<file path="config.mk">
export PLATFORM = sky130hd
export DESIGN_NAME = sfoe_front
export DESIGN_NICKNAME = d
export VERILOG_FILES = /design/src/sfoe_pkg.sv /design/src/sfoe_front.sv
export SDC_FILE = /design/constraint.sdc
export NUM_CORES = 1
export LEC_CHECK = 0
export BUFFER_PORTS_ARGS = -buffer_cell sky130_fd_sc_hd__buf_2
export CELL_PAD_IN_SITES_DETAIL_PLACEMENT = 0
export CELL_PAD_IN_SITES_GLOBAL_PLACEMENT = 2
export CORE_ASPECT_RATIO = 1.25
export CORE_MARGIN = 2
export CORE_UTILIZATION = 41
export CTS_BUF_LIST = sky130_fd_sc_hd__clkbuf_16
export DETAILED_ROUTE_END_ITERATION = 12
export MAX_ROUTING_LAYER = met4
export PLACE_DENSITY_LB_ADDON = 0.1
export SLEW_MARGIN = 40
export SYNTH_ARGS = -nofsm -noshare
export SYNTH_HDL_FRONTEND = slang
export SYNTH_SLANG_ARGS = --single-unit
</file>
<file path="constraint.sdc">
create_clock -name clk_i -period 6.1 [get_ports clk_i]
set_input_delay 0.915 -clock clk_i [delete_from_list [all_inputs] [get_ports clk_i]]
set_output_delay 0.915 -clock clk_i [all_outputs]
set_load 0.02 [all_outputs]
</file>
<file path="src/sfoe_pkg.sv">
// ----------------------------------------------------------------------------
// sfoe_pkg: shared types and constants of the simple glyph outline encoder
// Command record passed from the front queue to the back engine, and the
// default store sizes.
// ----------------------------------------------------------------------------
package sfoe_pkg;

  localparam int unsigned PT_CAP_DEF  = 1024;
  localparam int unsigned CTR_CAP_DEF = 256;

  typedef enum logic {
    CMD_LOAD  = 1'b0,
    CMD_FETCH = 1'b1
  } cmd_kind_e;

  typedef struct packed {
    cmd_kind_e          kind;
    logic signed [15:0] x_coord;
    logic signed [15:0] y_coord;
    logic               curve_pt;
    logic               ends_contour;
    logic               last_point;
  } cmd_t;

endpackage

</file>
<file path="src/sfoe_front.sv">
// ----------------------------------------------------------------------------
// sfoe_front: command intake
// Accepts input items, classifies them as load or fetch commands and holds
// them in a two-entry queue for the back engine.
// ----------------------------------------------------------------------------
module sfoe_front (
  input  logic               clk_i,
  input  logic               rst_ni,
  input  logic               start,
  output logic               busy,
  input  logic               mode_i,
  input  logic signed [15:0] x_coord_i,
  input  logic signed [15:0] y_coord_i,
  input  logic               curve_pt_i,
  input  logic               ends_contour_i,
  input  logic               last_point_i,
  input  logic               pop_i,
  output logic               cmd_valid_o,
  output sfoe_pkg::cmd_t     cmd_o
);

  sfoe_pkg::cmd_t entry_q [2];
  logic           wr_ptr_q, wr_ptr_d;
  logic           rd_ptr_q, rd_ptr_d;
  logic [1:0]     count_q, count_d;
  logic           push;
  logic           pop;
  sfoe_pkg::cmd_t cmd_in;

  assign busy        = (count_q == 2'd2);
  assign push        = start && !busy;
  assign cmd_valid_o = (count_q != 2'd0);
  assign pop         = pop_i && cmd_valid_o;
  assign cmd_o       = entry_q[rd_ptr_q];

  always_comb begin
    cmd_in.kind         = mode_i ? sfoe_pkg::CMD_FETCH : sfoe_pkg::CMD_LOAD;
    cmd_in.x_coord      = x_coord_i;
    cmd_in.y_coord      = y_coord_i;
    cmd_in.curve_pt     = curve_pt_i;
    cmd_in.ends_contour = ends_contour_i;
    cmd_in.last_point   = last_point_i;
  end

  always_comb begin
    wr_ptr_d = push ? ~wr_ptr_q : wr_ptr_q;
    rd_ptr_d = pop ? ~rd_ptr_q : rd_ptr_q;
    count_d  = count_q;
    if (push && !pop) begin
      count_d = count_q + 2'd1;
    end else if (pop && !push) begin
      count_d = count_q - 2'd1;
    end
  end

  always_ff @(posedge clk_i or negedge rst_ni) begin
    if (!rst_ni) begin
      wr_ptr_q <= 1'b0;
      rd_ptr_q <= 1'b0;
      count_q  <= 2'd0;
    end else begin
      wr_ptr_q <= wr_ptr_d;
      rd_ptr_q <= rd_ptr_d;
      count_q  <= count_d;
    end
  end

  always_ff @(posedge clk_i) begin
    if (push) begin
      entry_q[wr_ptr_q] <= cmd_in;
    end
  end

endmodule

</file>
==> results of run 1 <==
==> worst max-delay path, delay by kind of cell (launching register included) <==
family	cells	cell delay [ns]
buffers and inverters	1	0.16
DFF	1	0.85
muxes	1	0.40
==> through the flow <==
stage | instance area (um^2) | total power, W | hold slack, ns
finish | 3760 | 0.00200 | 0.394
CTS | 3760 | 0.00203 | 0.384
global route | 3760 | 0.00210 | 0.384
detailed placement | 3430 | 0.00145 | 0.486
floorplan | 2950 | 0.00129 | 0.456
global placement | 3380 | 0.00141 | 0.477
==> cells by family after synthesis <==
logic type | share of synthesized area
and+or+nand+nor | 0.0123
DFF | 0.767
xor gates and xnor gates | 0.0149
buffers and inverters | 0.0267
adders and majority gates | 0.00424
muxes | 0.174
==> flip-flops by register name (all words and copies together) (netlist names) <==
signal	count
count_q	2
entry_q	72
rd_ptr_q	1
wr_ptr_q	1
==> power by group through the flow <==
stage / Combinational, W / Clock (W) / Sequential (W)
2_1_floorplan: 0.000531 / 0 / 0.000756
3_3_place_gp: 0.000586 / 0 / 0.000822
3_5_place_dp: 0.000611 / 0 / 0.000834
4_1_cts: 0.000614 / 0.000587 / 0.000824
5_1_grt: 0.000648 / 0.000610 / 0.000837
6_report: 0.000604 / 0.000574 / 0.000818
==> layout make-up <==
class	instances	share of cell area
timing repair buffer	79	0.114
inverter	2	0.00199
clock buffer	9	0.0598
tap	90	0.0299
sequential	76	0.602
multi-input combinational	49	0.165
clock inverter	6	0.0282
==> how the worst max path moves through the flow <==
stage	slack, ns	depth (start not counted)	end
after CTS	3.39	2	cmd_o[31]
after detailed placement	3.74	2	cmd_o[34]
after global placement	3.52	2	cmd_o[31]
after floorplan	3.15	2	entry_q[0][0]$_DFFE_PP_
final	3.43	2	cmd_o[29]
after global routing	3.34	2	cmd_o[34]
==> routing by layer <==
| layer | wire [um] | GRT usage | vias to the layer above |
|---|---|---|---|
| met3 | 240 | 0.0311 | 12 |
| met4 | 138 | 0.0847 | 0 |
| met5 | 0 | - | - |
| li1 | - | - | 680 |
| met2 | 2570 | 0.220 | 54 |
| met1 | 1760 | 0.136 | 691 |
==> placed cells by master (no fill, tap or decap) <==
cell,Yosys,routed
dfrtp_1,4,3
nand2b_1,1,1
edfxtp_1,72,72
bufinv_16,0,3
mux2_2,7,7
nor2_4,0,1
clkinv_4,0,1
clkbuf_16,0,9
dfrtp_4,0,1
nor2_1,2,1
buf_16,0,1
and3_4,0,1
nand2_2,1,1
nand2_1,1,1
buf_2,0,77
ha_1,1,1
or2_1,1,1
mux2_4,29,29
buf_8,0,1
xor2_1,2,2
inv_1,2,4
xnor2_1,3,3
==> flow_summary.json, run 1 <==
{
  "place_inst": 296,
  "path_class": "flop to output port",
  "internal_power_w": 0.00141,
  "pre_cts_ws_ns": 3.74,
  "dp_hpwl_mm": 3.19,
  "seq_area_um2": 2270,
  "synth.area.top_cells": "edfxtp_1, mux2_4, dfrtp_1",
  "finalWorstSetupSlack_ns": 3.43,
  "syn_avg_cell_area_um2": 22.5,
  "area.growth.synth_to_final_pct": 27.7,
  "rrSetupSlack_ns": 4.53,
  "diodes": 0,
  "totalWireLength_mm": 4.71,
  "critPathMaxFanout": 37,
  "yosys.area.top_type_share": 0.733,
  "cts_buffer_depth": 2,
  "r2r-end": "count_q[1]$_DFFE_PN0P_",
  "slew_headroom": 0.555,
  "reg2reg_from": "count_q[0]$_DFFE_PN0P_",
  "tightest_slew_ns": 0.668,
  "rsz0062_at_grt": "false",
  "drc": 0,
  "die_area_um2": 7890,
  "final_util": 0.540,
  "worstSetupStartpointType": "flop",
  "syn_area_um2": 2950,
  "p_switching_w": 0.000587,
  "antenna_found_initial": 0,
  "multi_input_area_um2": 619,
  "start_util": 0.423,
  "portBuffers": 77,
  "drt_iter0_drc": 43,
  "cp_slowest_stage_delay_ns": 0.85,
  "antenna_left": 0,
  "nets": 258,
  "seq_power_share": 0.410,
  "drt_pass1_iterations": 4,
  "finalCriticalPeriod_ns": 2.67,
  "cts_tree": "yes",
  "cp.required_ns": 5.18,
  "cts_max_level": 3,
  "ys_warn_count": 0,
  "worst_hold_path_type": "primary input to async pin",
  "rows": 34,
  "synth_async_sr_flop_share": 0.0526,
  "finalHoldViolCount": 0,
  "yosysSeqAreaShare": 0.767,
  "die_w_um": 79.8,
  "synth_top_cell_by_area": "edfxtp_1",
  "crit_start": "rd_ptr_q$_DFFE_PN0P_",
  "grt_usage": 0.131,
  "grt_pass1_wl_mm": 7.25,
  "drv_cap": 0,
  "min_period_over_period": 0.438,
  "vdd_drop_max_uv": 292,
  "insertion_delay_ns": 0.32,
  "wl_per_cell_um": 15.1,
  "path_cells": "mux2_2 > buf_2",
  "pwr-share-clk": 0.288,
  "cp.arrival_ns": 1.76,
  "yosys.cell_count.top_type": "edfxtp_1",
  "grt_overflow_total": 0,
  "synth_flop_cell": "edfxtp_1",
  "switching_share": 0.294,
  "skew_ns": 0.00671,
  "synthCells": 131,
  "grt_pass1_vias": 1590,
  "cts_setup_buffers": 0,
  "setup_viol": 0,
  "gp_congestion": 0.635,
  "io-pin-count": 78,
  "core_area_um2": 6980,
  "cts_buffers": 9,
  "critPathSlowestCell": "dfrtp_4",
  "routed_via_density": 4.62,
  "die-height_um": 98.8,
  "grt_max_degree": 38,
  "cts_root_buf": "clkbuf_16",
  "n_fill_cell": 584,
  "status": "finished, final reports clean",
  "ys_ff_latch": 76,
  "cts_hold_buf": 0,
  "ys_top_cells_by_count": "edfxtp_1, mux2_4, mux2_2",
  "cts_resized": 0,
  "synth_edf_count": 72,
  "end_kind": "output port",
  "num_vias": 1437,
  "p_leak_nw": 1.53,
  "powerDensity_nw_per_um2": 530,
  "comb_power_share": 0.303,
  "drv_slew": 0,
  "clk_pin_slew_ns": 0.05,
  "cts.sinks": 76,
  "r2r.worst_path.cells": 7,
  "max_freq_mhz": 374,
  "yosysUniqueCellTypes": 16,
  "drive_gt1_frac": 0.597,
  "tns_ns": 0,
  "instances_no_fill": 311,
  "syn_nets": 172
}
Power figures use the tool's default switching activity.
==> run 2: changes to the inputs <==
--- a/config.mk
+++ b/config.mk
@@ -10,7 +10,7 @@
 export CELL_PAD_IN_SITES_GLOBAL_PLACEMENT = 2
 export CORE_ASPECT_RATIO = 1.25
 export CORE_MARGIN = 2
-export CORE_UTILIZATION = 41
+export CORE_UTILIZATION = 34
 export CTS_BUF_LIST = sky130_fd_sc_hd__clkbuf_16
 export DETAILED_ROUTE_END_ITERATION = 12
 export MAX_ROUTING_LAYER = met4
==> constraint.sdc (replaced) <==
create_clock -name clk_i -period 2.3 [get_ports clk_i]
set_input_delay 0.345 -clock clk_i [delete_from_list [all_inputs] [get_ports clk_i]]
set_output_delay 0.345 -clock clk_i [all_outputs]
set_load 0.02 [all_outputs]
==> run 2 against run 1 <==
  * Die area rose by 20%
  * Register-to-register slack lost 3.9 ns
  * Worst hold slack lost 0.18 ns
  * Critical path type unchanged
==> flow_summary.json, run 2 (synthesized netlist as in run 1, its figures left out) <==
{
  "cts_setup_buffers": 0,
  "grt_overflow_total": 0,
  "worstSetupEndpoint": "cmd_o[31]",
  "io-pin-count": 78,
  "min_period_over_period": 0.783,
  "wl_per_cell_um": 15.8,
  "cts_buffers": 9,
  "totalWireLength_mm": 5.13,
  "clk_pin_slew_ns": 0.05,
  "largest_reg_flops": 72,
  "crit_start": "rd_ptr_q$_DFFE_PN0P_",
  "diodes": 0,
  "finalHoldViolCount": 0,
  "area.growth.synth_to_final_pct": 29.5,
  "path_cells": "buf_12 > mux2_2 > buf_2",
  "dp_hpwl_mm": 3.60,
  "cp.required_ns": 1.96,
  "grt_max_degree": 26,
  "cts_buffer_depth": 2,
  "cts_max_level": 3,
  "path_class": "flop to output port",
  "critPathSlowestCell": "dfrtp_2",
  "powerDensity_nw_per_um2": 1410,
  "drv_cap": 0,
  "setup_viol": 0,
  "rsz0062_at_grt": "false",
  "antenna_left": 0,
  "pre_cts_ws_ns": 0.663,
  "drive_gt1_frac": 0.591,
  "final_common_cell": "buf_2",
  "finalCriticalPeriod_ns": 1.80,
  "grt_pass1_wl_mm": 7.65,
  "antenna_found_initial": 0,
  "insertion_delay_ns": 0.32,
  "reg2reg_from": "count_q[0]$_DFFE_PN0P_",
  "routed_via_density": 4.44,
  "cts_root_buf": "clkbuf_16",
  "critPathMaxFanout": 22,
  "dpl_cell_area_um2": 3480,
  "start_util": 0.344,
  "regMostFlops": "entry_q",
  "die_w_um": 87.3,
  "num_vias": 1444,
  "nets": 261,
  "rrSetupSlack_ns": 0.67,
  "largestRegisters": "entry_q x72, count_q x2",
  "p_leak_nw": 1.54,
  "hold_depth": 1,
  "grt_pass1_vias": 1627,
  "fin_area_um2": 3820,
  "r2r.worst_path.cells": 4,
  "tightest_slew_ns": 0.436,
  "status": "finished, final reports clean",
  "worstSetupStartpointType": "flop",
  "die_area_um2": 9440,
  "drv_slew": 0,
  "die-height_um": 108,
  "r2r-end": "entry_q[0][23]$_DFFE_PP_",
  "slew_headroom": 0.710,
  "final_cell_mix": "buf_2, edfxtp_1, mux2_4, clkbuf_16, mux2_2",
  "portBuffers": 77,
  "max_freq_mhz": 555,
  "cts.sinks": 76,
  "finalPower_w": 0.00538,
  "core_area_um2": 8560,
  "drc": 0,
  "drt_iter0_drc": 72,
  "gp_congestion": 0.693,
  "rows": 38,
  "whs_ns": 0.209,
  "finalWorstSetupSlack_ns": 0.499,
  "cp_slowest_stage_delay_ns": 0.41,
  "end_kind": "output port",
  "skew_ns": 0.00485,
  "cp.arrival_ns": 1.46,
  "drt_pass1_iterations": 4,
  "cts_tree": "yes",
  "vdd_drop_max_uv": 657,
  "grt_usage": 0.117,
  "worst_hold_path_type": "primary input to flop",
  "tns_ns": 0
}
[run 2: per-layer routing]
layer,up-vias,share of wire,track usage
met5,-,0,-
met3,6,0.060,0.0359
li1,683,-,-
met4,0,0.016,0.0670
met1,706,0.37,0.112
met2,49,0.55,0.205
[run 2: area by class of cell]
| class | count | area [um^2] |
|---|---|---|
| tap | 100 | 125 |
| clock buffer | 9 | 225 |
| multi-input combinational | 49 | 616 |
| clock inverter | 7 | 105 |
| inverter | 2 | 7.51 |
| fill | 786 | 4740 |
| timing repair buffer | 82 | 475 |
| sequential | 76 | 2260 |
[run 2: worst max-delay path: cells and delay by family (launching register included)]
kind	cells	cell delay [ns]
DFF	1	0.41
muxes	1	0.36
buffers and inverters	2	0.36
[run 2: per-stage QoR]
step,cells,util
2_1_floorplan,131,-
3_3_place_gp,308,0.406
3_5_place_dp,308,0.406
4_1_cts,325,0.446
5_1_grt,325,0.446
6_report,325,0.446
[run 2: worst min-delay path by stage]
stage                            start  slack, ns                       end
after CTS                 y_coord_i[8]       0.20  entry_q[0][11]$_DFFE_PP_
after global placement          rst_ni       0.16    count_q[1]$_DFFE_PN0P_
final                     x_coord_i[3]       0.21  entry_q[0][22]$_DFFE_PP_
after global routing      y_coord_i[2]       0.20   entry_q[1][5]$_DFFE_PP_
after detailed placement        rst_ni       0.16    count_q[0]$_DFFE_PN0P_
after floorplan                 rst_ni       0.05    count_q[0]$_DFFE_PN0P_
[run 2: power by group]
part	internal, W	switching (W)
Clock	0.00104	0.000483
Sequential	0.00190	0.000106
Combinational	0.000844	0.000999
Total	0.00379	0.00159
[run 2: timing repair]
| action | 4_1_cts | 5_1_grt |
|---|---|---|
| hold buffers | 1 | 0 |
| endpoints found under the hold margin | 4 | 0 |
| endpoints found under the setup margin | 0 | 0 |
| resized for setup | 0 | 0 |
==> run 3: changes to the inputs <==
--- a/config.mk
+++ b/config.mk
@@ -5,12 +5,13 @@
 export SDC_FILE = /design/constraint.sdc
 export NUM_CORES = 1
 export LEC_CHECK = 0
+export ABC_AREA = 1
 export BUFFER_PORTS_ARGS = -buffer_cell sky130_fd_sc_hd__buf_2
 export CELL_PAD_IN_SITES_DETAIL_PLACEMENT = 0
 export CELL_PAD_IN_SITES_GLOBAL_PLACEMENT = 2
 export CORE_ASPECT_RATIO = 1.25
 export CORE_MARGIN = 2
-export CORE_UTILIZATION = 34
+export CORE_UTILIZATION = 30
 export CTS_BUF_LIST = sky130_fd_sc_hd__clkbuf_16
 export DETAILED_ROUTE_END_ITERATION = 12
 export MAX_ROUTING_LAYER = met4
==> constraint.sdc (replaced) <==
create_clock -name clk_i -period 1.6 [get_ports clk_i]
set_input_delay 0.24 -clock clk_i [delete_from_list [all_inputs] [get_ports clk_i]]
set_output_delay 0.24 -clock clk_i [all_outputs]
set_load 0.02 [all_outputs]
==> run 3 against run 2 <==
  * Die area is 10% higher
  * Synthesized cell count is 67% higher
  * Highest routed layer unchanged
  * Via count is 26% higher
  * Area after synthesis is 2.5% lower
  * Critical path type unchanged
  * Core utilization is 1.2 points higher
  * Sequential power is 44% higher
==> flow_summary.json, run 3 <==
{
  "status": "finished, final reports clean",
  "ys_warn_count": 0,
  "synth_top_cell_by_area": "edfxtp_1",
  "path_cells": "inv_8 > clkbuf_16 > nand2_1 > nand2_2 > buf_6",
  "synth_edf_count": 72,
  "finalCriticalPeriod_ns": 1.58,
  "regMostFlops": "entry_q",
  "largestRegisters": "entry_q x72, count_q x2",
  "largest_reg_flops": 72,
  "rsz0062_at_grt": "true",
  "vdd_drop_max_uv": 855,
  "setup_viol": 0,
  "synth.area.top_cells": "edfxtp_1, nand2_1, dfrtp_1",
  "syn_area_um2": 2880,
  "portBuffers": 77,
  "dp_hpwl_mm": 3.78,
  "slew_headroom": 0.813,
  "p_switching_w": 0.00302,
  "drv_slew": 0,
  "syn_nets": 260,
  "internal_power_w": 0.00557,
  "cp_slowest_stage_delay_ns": 0.48,
  "path_depth": 5,
  "die_w_um": 91.6,
  "area.growth.synth_to_final_pct": 47.0,
  "critPathSlowestCell": "dfrtp_2",
  "path_class": "flop to output port",
  "tightest_slew_ns": 0.279,
  "grt_overflow_total": 0,
  "worst-path-buf-inv": 3,
  "cp.arrival_ns": 1.34,
  "routed_via_density": 4.13,
  "start_util": 0.312,
  "die-height_um": 113,
  "synthCells": 219,
  "grt_max_degree": 38,
  "crit_start": "rd_ptr_q$_DFFE_PN0P_",
  "r2r.worst_path.cells": 4,
  "syn_avg_cell_area_um2": 13.1,
  "nets": 356,
  "yosys.cell_count.top_type": "nand2_1",
  "core_area_um2": 9220,
  "final_util": 0.458,
  "finalHoldViolCount": 0,
  "seq_power_share": 0.337,
  "worstSetupStartpointType": "flop",
  "drt_iter0_drc": 57,
  "end_kind": "output port",
  "skew_ns": 0.00439,
  "antenna_left": 0,
  "pwr-share-clk": 0.198,
  "cts_max_level": 3,
  "io-pin-count": 78,
  "yosysUniqueCellTypes": 16,
  "grt_pass1_vias": 1827,
  "drive_gt1_frac": 0.486,
  "gp_congestion": 0.754,
  "grt_pass1_wl_mm": 9.01,
  "cts_buffer_depth": 2,
  "drt_pass1_iterations": 3,
  "yosys.area.top_type_share": 0.752,
  "cp.required_ns": 1.36,
  "critPathTopFamily": "flip-flops",
  "finalPower_w": 0.00859,
  "powerDensity_nw_per_um2": 2030,
  "critPathMaxFanout": 8,
  "max_freq_mhz": 631,
  "reg2reg_from": "count_q[1]$_DFFE_PN0P_",
  "switching_share": 0.352,
  "cts.sinks": 76,
  "die_area_um2": 10400,
  "cts_root_buf": "clkbuf_16",
  "antenna_found_initial": 0,
  "final_cell_mix": "nand2_1, edfxtp_1, nand2_2, buf_2, buf_6",
  "comb_power_share": 0.465,
  "cts_buffers": 9,
  "drc": 0,
  "synth_async_sr_flop_share": 0.0526,
  "hold_depth": 1,
  "diodes": 0,
  "p_leak_nw": 1.77,
  "cts_tree": "yes",
  "yosysSeqAreaShare": 0.787,
  "totalWireLength_mm": 6.14,
  "synth_flop_cell": "edfxtp_1",
  "rows": 39,
  "insertion_delay_ns": 0.32,
  "grt_usage": 0.120,
  "wl_per_cell_um": 13.9,
  "final_common_cell": "nand2_1",
  "clk_pin_slew_ns": 0.05,
  "min_period_over_period": 0.990,
  "worstHoldStart": "y_coord_i[10]",
  "worst_hold_path_type": "primary input to flop",
  "drv_cap": 0,
  "ys_top_cells_by_count": "nand2_1, edfxtp_1, inv_1",
  "ys_ff_latch": 76,
  "num_vias": 1824
}
run 3: path summary, 6_finish.rpt:
check | to | slack [ns]
min in group asynchronous | wr_ptr_q$_DFFE_PN0N_ | 0.25
setup / recovery | cmd_o[13] | 0.02
setup reg to reg | entry_q[1][10]$_DFFE_PP_ | 0.23
max in group asynchronous | count_q[0]$_DFFE_PN0P_ | 1.21
hold reg to reg | wr_ptr_q$_DFFE_PN0N_ | 0.49
hold / removal | entry_q[1][13]$_DFFE_PP_ | 0.10
run 3: metrics by stage:
step / instance area (um^2) / setup TNS, ns / cells / hold WS (ns) / setup WS (ns)
floorplan: 2900 / -1.06 / 219 / -0.0556 / -0.0293
global placement: 3480 / 0 / 419 / 0.0557 / 0.226
detailed placement: 3480 / 0 / 419 / 0.0551 / 0.220
CTS: 3760 / 0 / 437 / 0.0882 / 0.000574
global route: 4230 / -0.659 / 442 / 0.0921 / -0.0430
finish: 4230 / 0 / 442 / 0.100 / 0.0164
run 3: final cells by class:
class | instances | area, um^2
inverter | 8 | 41.3
timing repair buffer | 92 | 877
sequential | 76 | 2260
tap | 123 | 154
fill | 844 | 5000
clock buffer | 9 | 225
clock inverter | 6 | 25.0
multi-input combinational | 128 | 638
run 3: power groups by stage:
stage / clock network (W) / registers, W / logic (W)
after floorplan: 0 / 0.00287 / 0.00182
after global placement: 0 / 0.00288 / 0.00282
after detailed placement: 0 / 0.00289 / 0.00282
after CTS: 0.00176 / 0.00285 / 0.00287
after global routing: 0.00184 / 0.00294 / 0.00431
final: 0.00170 / 0.00290 / 0.00399
run 3: cell families after synthesis:
| kind of cell | count (synthesis) | share of synthesized area |
|---|---|---|
| DFF | 76 | 0.787 |
| and+or+nand+nor | 125 | 0.170 |
| buffers and inverters | 15 | 0.0339 |
| xor gates and xnor gates | 1 | 0.00305 |
| adders and majority gates | 1 | 0.00435 |
| AOI/OAI and AO/OA | 1 | 0.00174 |
run 3: per-layer routing:
layer	GRT usage	share of wire	vias to the layer above
li1	-	-	925
met1	0.127	0.41	844
met2	0.203	0.52	45
met3	0.0277	0.044	10
met4	0.0758	0.022	0
met5	-	0	-
run 3: repair_timing:
item	in CTS	in global routing
setup buffers	2	0
cloned	0	5
pin swaps	0	12
hold buffers	1	0
hold endpoints to repair	4	0
resized for setup	1	121
endpoints found under the setup margin	29	30
